## config.mk

```make
export PLATFORM = sky130hd
export DESIGN_NAME = axis_deadzone_direction_events
export DESIGN_NICKNAME = d
export VERILOG_FILES = /design/src/sv/ade_pkg.sv /design/src/sv/ade_div.sv /design/src/sv/ade_evt.sv /design/src/sv/axis_deadzone_direction_events.sv
export SDC_FILE = /design/constraint.sdc
export NUM_CORES = 1
export LEC_CHECK = 0
export ABC_CLOCK_PERIOD_IN_PS = 8700
export BUFFER_PORTS_ARGS = -buffer_cell sky130_fd_sc_hd__buf_4
export CORE_UTILIZATION = 55
export DETAILED_ROUTE_END_ITERATION = 10
export GPL_TIMING_DRIVEN = 1
export PLACE_DENSITY = 0.79
export SLEW_MARGIN = 0
export SYNTH_ARGS = -nofsm -noshare
export SYNTH_HDL_FRONTEND = slang
export SYNTH_SLANG_ARGS = --single-unit
```

## constraint.sdc

```tcl
create_clock -name clk -period 8.7 [get_ports clk]
set_clock_uncertainty 0.15 [all_clocks]
set_input_delay 0.87 -clock clk [delete_from_list [all_inputs] [get_ports clk]]
set_output_delay 0.87 -clock clk [all_outputs]
set_load 0.03 [all_outputs]
```

## src/sv/ade_pkg.sv

```systemverilog
package ade_pkg;

  localparam int NUM_AXES    = 6;
  // The axis field is 3 bits wide, so at most eight axes can be addressed.
  localparam int STORE_DEPTH = (NUM_AXES > 8) ? 8 : NUM_AXES;
  localparam int IDX_W       = (STORE_DEPTH > 1) ? $clog2(STORE_DEPTH) : 1;
  localparam logic [3:0] AXIS_LIMIT = 4'(STORE_DEPTH);

  localparam int AXIS_W    = 3;
  localparam int SAMPLE_W  = 16;
  localparam int THR_W     = 16;
  localparam int VAL_W     = 16;
  localparam int QUO_W     = 15;
  localparam int DIV_STEPS = 15;
  localparam int STEP_W    = 4;
  localparam int PADDR_W   = 3;
  localparam int PDATA_W   = 32;

  localparam logic [QUO_W-1:0]        FULL_SCALE = 15'd16384;
  localparam logic [QUO_W-1:0]        ZERO_SCALE = 15'd0;
  localparam logic signed [VAL_W-1:0] HALF_POS   = 16'sd8192;
  localparam logic signed [VAL_W-1:0] HALF_NEG   = -16'sd8192;

  localparam logic [THR_W-1:0] LOWER_RESET = 16'd0;
  localparam logic [THR_W-1:0] UPPER_RESET = 16'd32768;

  // Register index, taken from paddr[2].
  localparam logic REG_LOWER = 1'b0;
  localparam logic REG_UPPER = 1'b1;

  typedef enum logic [2:0] {
    ST_IDLE,
    ST_PREP,
    ST_DIV,
    ST_EVAL,
    ST_EMIT
  } state_t;

  typedef struct packed {
    logic             start;
    logic [THR_W-1:0] num;
    logic [THR_W-1:0] den;
  } div_req_t;

  typedef struct packed {
    logic [1:0] count;
    logic       press0;
    logic       dir0;
    logic       press1;
    logic       dir1;
  } evt_t;

endpackage

```

## src/sv/ade_div.sv

```systemverilog
module ade_div (
  input  logic                      clk,
  input  logic                      rst,
  input  ade_pkg::div_req_t         req,
  output logic                      busy,
  output logic                      done,
  output logic [ade_pkg::QUO_W-1:0] quo
);
  import ade_pkg::*;

  logic [THR_W-1:0]  rem;
  logic [THR_W-1:0]  den;
  logic [QUO_W-1:0]  feed;
  logic [STEP_W-1:0] step;
  logic [THR_W:0]    trial;
  logic [THR_W:0]    diff;
  logic              take;

  // One restoring step per cycle: shift in a dividend bit, subtract if it fits.
  assign trial = {rem, feed[QUO_W-1]};
  assign diff  = trial - {1'b0, den};
  assign take  = trial >= {1'b0, den};

  always_ff @(posedge clk) begin
    if (rst) begin
      busy <= 1'b0;
      done <= 1'b0;
      step <= '0;
    end else begin
      done <= 1'b0;
      if (req.start) begin
        busy <= 1'b1;
        step <= '0;
      end else if (busy) begin
        step <= step + 1'b1;
        if (step == STEP_W'(DIV_STEPS - 1)) begin
          busy <= 1'b0;
          done <= 1'b1;
        end
      end
    end
  end

  // Dividend is num << 14; its top bits (num >> 1) are already below den.
  always_ff @(posedge clk) begin
    if (req.start) begin
      rem  <= {1'b0, req.num[THR_W-1:1]};
      feed <= {req.num[0], {(QUO_W-1){1'b0}}};
      den  <= req.den;
      quo  <= '0;
    end else if (busy) begin
      rem  <= take ? diff[THR_W-1:0] : trial[THR_W-1:0];
      feed <= {feed[QUO_W-2:0], 1'b0};
      quo  <= {quo[QUO_W-2:0], take};
    end
  end

endmodule

```

## src/sv/ade_evt.sv

```systemverilog
module ade_evt (
  input  logic                              clk,
  input  logic                              rst,
  input  logic                              upd,
  input  logic [ade_pkg::AXIS_W-1:0]        axis,
  input  logic signed [ade_pkg::VAL_W-1:0]  nv,
  output ade_pkg::evt_t                     evt
);
  import ade_pkg::*;

  logic signed [VAL_W-1:0] prev [STORE_DEPTH];
  logic signed [VAL_W-1:0] ov;
  logic                    in_range;
  logic [IDX_W-1:0]        idx;

  assign in_range = {1'b0, axis} < AXIS_LIMIT;
  assign idx      = axis[IDX_W-1:0];
  assign ov       = in_range ? prev[idx] : '0;

  always_ff @(posedge clk) begin
    if (rst) begin
      for (int i = 0; i < STORE_DEPTH; i++) begin
        prev[i] <= '0;
      end
    end else if (upd && in_range) begin
      prev[idx] <= nv;
    end
  end

  // Release before press; an old value exactly on +/-half gives nothing.
  always_comb begin
    evt = '0;
    if (in_range) begin
      if (ov > HALF_NEG && ov < HALF_POS) begin
        if (nv < HALF_NEG) begin
          evt.count  = 2'd1;
          evt.press0 = 1'b1;
          evt.dir0   = 1'b0;
        end else if (nv > HALF_POS) begin
          evt.count  = 2'd1;
          evt.press0 = 1'b1;
          evt.dir0   = 1'b1;
        end
      end else if (ov < HALF_NEG) begin
        if (nv >= HALF_NEG) begin
          evt.count  = 2'd1;
          evt.press0 = 1'b0;
          evt.dir0   = 1'b0;
          if (nv > HALF_POS) begin
            evt.count  = 2'd2;
            evt.press1 = 1'b1;
            evt.dir1   = 1'b1;
          end
        end
      end else if (ov > HALF_POS) begin
        if (nv <= HALF_POS) begin
          evt.count  = 2'd1;
          evt.press0 = 1'b0;
          evt.dir0   = 1'b1;
          if (nv < HALF_NEG) begin
            evt.count  = 2'd2;
            evt.press1 = 1'b1;
            evt.dir1   = 1'b0;
          end
        end
      end
    end
  end

endmodule

```

## src/sv/axis_deadzone_direction_events.sv

```systemverilog
// Channel   Direction  Handshake            Payload
// config    in         psel/penable/pwrite  paddr, pwdata, prdata (APB, pready tied high)
// input     in         in_valid / in_stall  axis_index, sample
// result    out        out_valid/out_stall  axis_out, scaled_value, has_event, is_press,
//                                           direction, last
//
// An item is taken only in IDLE and runs PREP, DIV, EVAL, EMIT one at a time.
// With a division it passes IDLE, PREP, DIV (the serial divider, one quotient
// bit per cycle), EVAL and EMIT. Without one (dead zone, full scale, equal
// thresholds) DIV is skipped. Each event beyond the first adds a load in EMIT.
// Reset (rst, synchronous) clears the sequencer, the output valid, the
// per-axis stored values and the thresholds (lower 0, upper 32768).
// A stall on the result side holds the output register; the last result of an
// item may still wait there while the next item is transferred in.
module axis_deadzone_direction_events (
  input  logic                                clk,
  input  logic                                rst,
  input  logic                                psel,
  input  logic                                penable,
  input  logic                                pwrite,
  input  logic [ade_pkg::PADDR_W-1:0]         paddr,
  input  logic [ade_pkg::PDATA_W-1:0]         pwdata,
  output logic [ade_pkg::PDATA_W-1:0]         prdata,
  output logic                                pready,
  input  logic                                in_valid,
  output logic                                in_stall,
  input  logic [ade_pkg::AXIS_W-1:0]          axis_index,
  input  logic signed [ade_pkg::SAMPLE_W-1:0] sample,
  output logic                                out_valid,
  input  logic                                out_stall,
  output logic [ade_pkg::AXIS_W-1:0]          axis_out,
  output logic signed [ade_pkg::VAL_W-1:0]    scaled_value,
  output logic                                has_event,
  output logic                                is_press,
  output logic                                direction,
  output logic                                last
);
  import ade_pkg::*;

  // Threshold registers
  logic [THR_W-1:0] lower_threshold;
  logic [THR_W-1:0] upper_threshold;

  // Sequencer and per-item working registers
  state_t                  state;
  state_t                  state_next;
  logic [AXIS_W-1:0]       ax;
  logic                    neg;
  logic [THR_W-1:0]        mag;
  logic [QUO_W-1:0]        mval;
  logic signed [VAL_W-1:0] nv;
  evt_t                    evt;
  logic                    k;

  // Combinational helpers
  logic                    cfg_write;
  logic                    in_xfer;
  logic                    below;
  logic                    above;
  logic                    flat;
  logic                    need_div;
  logic                    upd;
  logic                    emit_load;
  logic                    is_final;
  logic signed [VAL_W-1:0] nv_calc;
  evt_t                    evt_calc;
  div_req_t                div_req;
  logic                    div_busy;
  logic                    div_done;
  logic [QUO_W-1:0]        div_quo;

  // ---------------------------------------------------------------------------
  // Configuration port: zero-wait APB, index from paddr[2]
  // ---------------------------------------------------------------------------
  assign pready    = 1'b1;
  assign cfg_write = psel && penable && pwrite && pready;

  always_ff @(posedge clk) begin
    if (rst) begin
      lower_threshold <= LOWER_RESET;
      upper_threshold <= UPPER_RESET;
    end else if (cfg_write) begin
      case (paddr[2])
        REG_LOWER: lower_threshold <= pwdata[THR_W-1:0];
        REG_UPPER: upper_threshold <= pwdata[THR_W-1:0];
        default: ;
      endcase
    end
  end

  always_comb begin
    case (paddr[2])
      REG_LOWER: prdata = {{(PDATA_W-THR_W){1'b0}}, lower_threshold};
      REG_UPPER: prdata = {{(PDATA_W-THR_W){1'b0}}, upper_threshold};
      default:   prdata = '0;
    endcase
  end

  // ---------------------------------------------------------------------------
  // Dead zone decision on the registered magnitude
  // ---------------------------------------------------------------------------
  assign in_xfer  = in_valid && !in_stall;
  assign below    = mag < lower_threshold;
  assign above    = mag > upper_threshold;
  assign flat     = upper_threshold == lower_threshold;
  assign need_div = !below && !above && !flat;

  assign div_req.start = (state == ST_PREP) && need_div;
  assign div_req.num   = mag - lower_threshold;
  assign div_req.den   = upper_threshold - lower_threshold;

  ade_div u_div (
    .clk  (clk),
    .rst  (rst),
    .req  (div_req),
    .busy (div_busy),
    .done (div_done),
    .quo  (div_quo)
  );

  // Apply the sample's sign to the unsigned Q1.14 magnitude.
  assign nv_calc = neg ? -$signed({1'b0, mval}) : $signed({1'b0, mval});

  ade_evt u_evt (
    .clk  (clk),
    .rst  (rst),
    .upd  (upd),
    .axis (ax),
    .nv   (nv_calc),
    .evt  (evt_calc)
  );

  // ---------------------------------------------------------------------------
  // Sequencer
  // ---------------------------------------------------------------------------
  assign is_final = (evt.count != 2'd2) || k;

  always_comb begin
    state_next = state;
    case (state)
      ST_IDLE: if (in_valid) state_next = ST_PREP;
      ST_PREP: state_next = need_div ? ST_DIV : ST_EVAL;
      ST_DIV:  if (div_done) state_next = ST_EVAL;
      ST_EVAL: state_next = ST_EMIT;
      ST_EMIT: if (emit_load && is_final) state_next = ST_IDLE;
      default: state_next = ST_IDLE;
    endcase
  end

  always_comb begin
    in_stall  = 1'b1;
    upd       = 1'b0;
    emit_load = 1'b0;
    case (state)
      ST_IDLE: in_stall = 1'b0;
      ST_EVAL: upd = 1'b1;
      ST_EMIT: emit_load = !out_valid || !out_stall;
      default: ;
    endcase
  end

  always_ff @(posedge clk) begin
    if (rst) begin
      state <= ST_IDLE;
    end else begin
      state <= state_next;
    end
  end

  // Working registers: capture the sample, hold the magnitude through the
  // division, then latch the signed value and its events for emission.
  always_ff @(posedge clk) begin
    if (in_xfer) begin
      ax  <= axis_index;
      neg <= sample[SAMPLE_W-1];
      mag <= sample[SAMPLE_W-1] ? THR_W'(-sample) : THR_W'(sample);
    end
    if (state == ST_PREP) begin
      mval <= (!below && above) ? FULL_SCALE : ZERO_SCALE;
    end
    if (div_done) begin
      mval <= div_quo;
    end
    if (upd) begin
      nv  <= nv_calc;
      evt <= evt_calc;
      k   <= 1'b0;
    end else if (emit_load) begin
      k <= 1'b1;
    end
  end

  // ---------------------------------------------------------------------------
  // Output register
  // ---------------------------------------------------------------------------
  always_ff @(posedge clk) begin
    if (rst) begin
      out_valid <= 1'b0;
    end else if (emit_load) begin
      out_valid <= 1'b1;
    end else if (!out_stall) begin
      out_valid <= 1'b0;
    end
  end

  always_ff @(posedge clk) begin
    if (emit_load) begin
      axis_out     <= ax;
      scaled_value <= nv;
      last         <= is_final;
      if (evt.count == 2'd0) begin
        has_event <= 1'b0;
        is_press  <= 1'b0;
        direction <= 1'b0;
      end else begin
        has_event <= 1'b1;
        is_press  <= k ? evt.press1 : evt.press0;
        direction <= k ? evt.dir1 : evt.dir0;
      end
    end
  end

`ifndef ASSERT_OFF
  a_done_in_div: assert property (@(posedge clk) disable iff (rst)
    div_done |-> (state == ST_DIV))
    else $error("divider finished outside the divide state");

  a_accept_to_prep: assert property (@(posedge clk) disable iff (rst)
    in_xfer |=> (state == ST_PREP))
    else $error("accepted sample did not enter the prepare state");

  a_no_event_fields: assert property (@(posedge clk) disable iff (rst)
    (out_valid && !has_event) |-> (last && !is_press && !direction))
    else $error("result without event carries event fields or is not last");

  a_final_load: assert property (@(posedge clk) disable iff (rst)
    (emit_load && is_final) |=> (out_valid && last && (state == ST_IDLE)))
    else $error("final result not presented as last");

  a_div_idle_outside: assert property (@(posedge clk) disable iff (rst)
    div_busy |-> (state == ST_DIV))
    else $error("divider running outside the divide state");
`endif

endmodule
```

==> metrics.txt <==
peak supply drop=0.1487 mV; met1 Use GR=27.66%; Post-CTS Hold Buffers=0; Tot Pwr=0.003744 W; Buf/Inv on CP=1; crit path kind=flip-flop to flip-flop; Synth Area in Compound Gates=9.364%; Setup Buffers After CTS=0; area leader, netlist=edfxtp_1; post-synthesis sequential area ratio=56.05%; Hold Violations, Final=0; Port Buffers=83; Tot GR Track Use=22.67%; run status=completed; slew margin rel.=20.40%; critical path required time=8.66 ns; Inserted Clock Buffers=30; TritonCTS clock tree=done; Reg2Reg Setup Slack=4.56 ns; layout cells sized above 1=11.76%; met3 global-route usage=2.954%; Clock Sinks=301; Reg clk slew, reported paths=0.06 ns; Least-Margin Pin Slew=1.194 ns; total power per unit cell area=221.1 nW/um2; core area=26880 um2; H-tree depth=1; Leakage=6.535 nW; top cells by area, synth=edfxtp_1 (48%), dfxtp_1 (8.3%), ha_1 (5.7%); largest family of logic cells by synthesized area=simple AND/OR/NAND/NOR gates; part of the power in combinational logic=19.7%; critical path's top delay family=simple AND/OR/NAND/NOR gates; Setup crit start=mag[0]$_DFFE_PP_; FMAX=241.6 MHz; Post-DRT Antenna Nets=0; Synth Area per Inst=11.08 um2; FFs w/ async S/R, synth=0%; synthesized area=15020 um2; Inst Count DP=1773; post-synthesis simple-gate area fraction=14.83%; Ports=119; Worst path max stage delay=0.67 ns; crit-path cells=inv_1, ha_1, fa_1, nor2b_4, o21ai_2, a21oi_2, nor4_2, o31ai_2, a311oi_2, or3_1, nand2b_1; Worst-Skew Late Latency=0.57 ns; Pint=0.002718 W; Adder-Cell Fraction of Synth Area=6.065%; register share of total power=47.1%; global-route met2 utilization=39.37%; CP Capture Type=flip-flop; Startpoint Class=flip-flop; Final Max Tran Viols=0; number of synthesized flops with an enable pin=239; Die X=167.2 um; Crit Path Max Fanout=16; Starting Density=55.88%; Die ar.=27970 um2; net switching power figure=0.001026 W; register bit total from synthesis=301; Synth Flop Type=edfxtp_1; Core Rows=60; Syn Inst Count=1356; Top Usage Layer GRT=met2; Slowest-stage cell, CP=nand2b_1; DP Wirelength=22650 um; WHS=0.2652 ns; drt first pass iters=5; Post-Synth XOR/XNOR Area=3.616%; initial drt markers=958; Post-Layout Cell Count=1829; setup tns final=0 ns; critical path depth in cells=11; first-pass GRT wire length=50110 um; vias post-DR=10286; Ys Warns=0; grt total ovfl=0; Final GP Congestion=0.8946; clock power share=33.2%; initial antenna violation count=1; largest net degree at the start of global routing=52; final worst-path cycle share=47.58%; WL final=31440 um; DR WL/cell=17.19 um; mux share of post-synthesis cell area=5.349%; r2r endpoint=u_div.rem[11]$_DFFE_PP_; cts repair resizes=0; DIE HEIGHT=167.2 um; FF-to-FF path depth=11; Residual DRC=0; Synth top area share=47.79%; Clock Path Buffers=3; minimum clock period=4.139 ns; sw frac=27.40%; Synth-to-Final Area Change=12.75%; maxcap violations=0; Setup-failing EPs final=0; RSZ-0062 raised after global routing=no; CP Data Arrival Time=4.10 ns; Root Driver=clkbuf_16; worst hold-check path type=flip-flop to flip-flop; nets@finish=1596; Vias/cell=5.624; vias in the first global route=9963; FF-to-FF Start=mag[0]$_DFFE_PP_; Setup crit end=u_div.rem[11]$_DFFE_PP_; Netlist cell types=81; n_diodes=0
synthesized netlist by cell type, types with 5 or more instances:
cell / count
edfxtp_1: 239
nor2_1: 156
nand2_1: 146
inv_1: 97
ha_1: 68
a21oi_1: 66
dfxtp_1: 62
mux2i_1: 45
xnor2_1: 45
o21ai_0: 36
clkbuf_1: 32
nor3_1: 21
nor4_1: 20
buf_4: 19
nand2b_1: 19
nand4_1: 19
nor2b_1: 18
and2_1: 17
o21ai_1: 17
xor2_1: 17
a21o_1: 15
nand3_1: 15
or3_1: 13
a31oi_1: 11
mux4_2: 10
mux2_2: 9
o21a_1: 9
o31ai_1: 9
or4_1: 6
a211o_1: 5
a211oi_1: 5
buf_2: 5
inv_2: 5
layer usage:
metal / part of all wire [%] / wire length, um
met1: 40 / 12680
met2: 49 / 15360
met5: 0 / 0
met3: 5.9 / 1846
met4: 4.9 / 1555
final cells by class:
class                   instances  area, um2
clock buffers                  45      827.0
well taps                     341      426.7
inverters                     103      391.6
repair buffers                 87      653.1
fillers                      2135       9942
flip-flops and latches        301       8418
clock inverters                11      136.4
multi-input cells             941       6081
worst reg2reg max path, stage by stage (launching register included):
cell and delay, ns:
edfxtp_1 0.36, inv_1 0.09, ha_1 0.21, fa_1 0.29, nor2b_4 0.06, o21ai_2 0.15
a21oi_2 0.09, nor4_2 0.39, o31ai_2 0.14, a311oi_2 0.42, or3_1 0.66, nand2b_1 0.67
layout by cell type (no fill, tap or decap), types with 18 or more instances in the layout:
cell type / n
conb_1: 49
buf_4: 87
a21oi_1: 65
nand2_1: 146
xnor2_1: 45
nor4_1: 20
inv_1: 97
nand4_1: 19
mux2i_1: 45
nor2_1: 155
clkbuf_16: 30
nor3_1: 21
dfxtp_1: 62
nor2b_1: 18
o21ai_0: 36
edfxtp_1: 239
nand2b_1: 19
ha_1: 68
power groups by stage:
stage,logic [W],registers [W],clock network [W]
finish,0.000737,0.00176,0.00124
CTS,0.000736,0.00176,0.00126
global route,0.000816,0.00178,0.00131
floorplan,0.000589,0.00175,0
global placement,0.000710,0.00179,0
detailed placement,0.000730,0.00179,0
metrics by stage:
| step | util, % | worst slack [ns] | cell area, um2 |
|---|---|---|---|
| 4_1_cts | 63.01 | 4.484 | 16930 |
| 3_5_place_dp | 59.42 | 4.487 | 15970 |
| 6_report | 63.01 | 4.561 | 16930 |
| 3_3_place_gp | 59.42 | 4.588 | 15970 |
| 5_1_grt | 63.01 | 4.337 | 16930 |
| 2_1_floorplan | - | 5.312 | 15190 |
logic make-up (layout without fill, tap and decap cells):
group	Yosys count	in the layout
other	2	49
buffers and inverters	161	246
AND/OR/NAND/NOR	475	475
AO/OA/AOI/OAI	218	218
flip-flops	301	301
XOR/XNOR	62	62
adder cells (fa/ha/maj)	71	71
multiplexers	66	66
worst min-delay path by stage:
stage                     cells after the start  slack (ns)       startpoint                        end
after CTS                                     0        0.27  nv[2]$_DFFE_PN_  scaled_value[2]$_DFFE_PP_
final                                         0        0.27  nv[7]$_DFFE_PN_  scaled_value[7]$_DFFE_PP_
after detailed placement                      0        0.25  nv[2]$_DFFE_PN_  scaled_value[2]$_DFFE_PP_
after global placement                        0        0.25  nv[0]$_DFFE_PN_  scaled_value[0]$_DFFE_PP_
after global routing                          0        0.27  nv[3]$_DFFE_PN_  scaled_value[3]$_DFFE_PP_
after floorplan                               0        0.25  nv[0]$_DFFE_PN_  scaled_value[0]$_DFFE_PP_
state kept, by name, indices dropped and copies added (netlist names), 3 cells and up, named ones only:
signal / count
scaled_value: 16
axis_out: 3
nv: 16
mval: 15
state: 3
ax: 3
u_div.quo: 15
upper_threshold: 16
u_evt.prev: 128
mag: 16
lower_threshold: 16
u_div.rem: 16
u_div.step: 4
evt: 5
u_div.den: 16
Power figures use the tool's default switching activity.
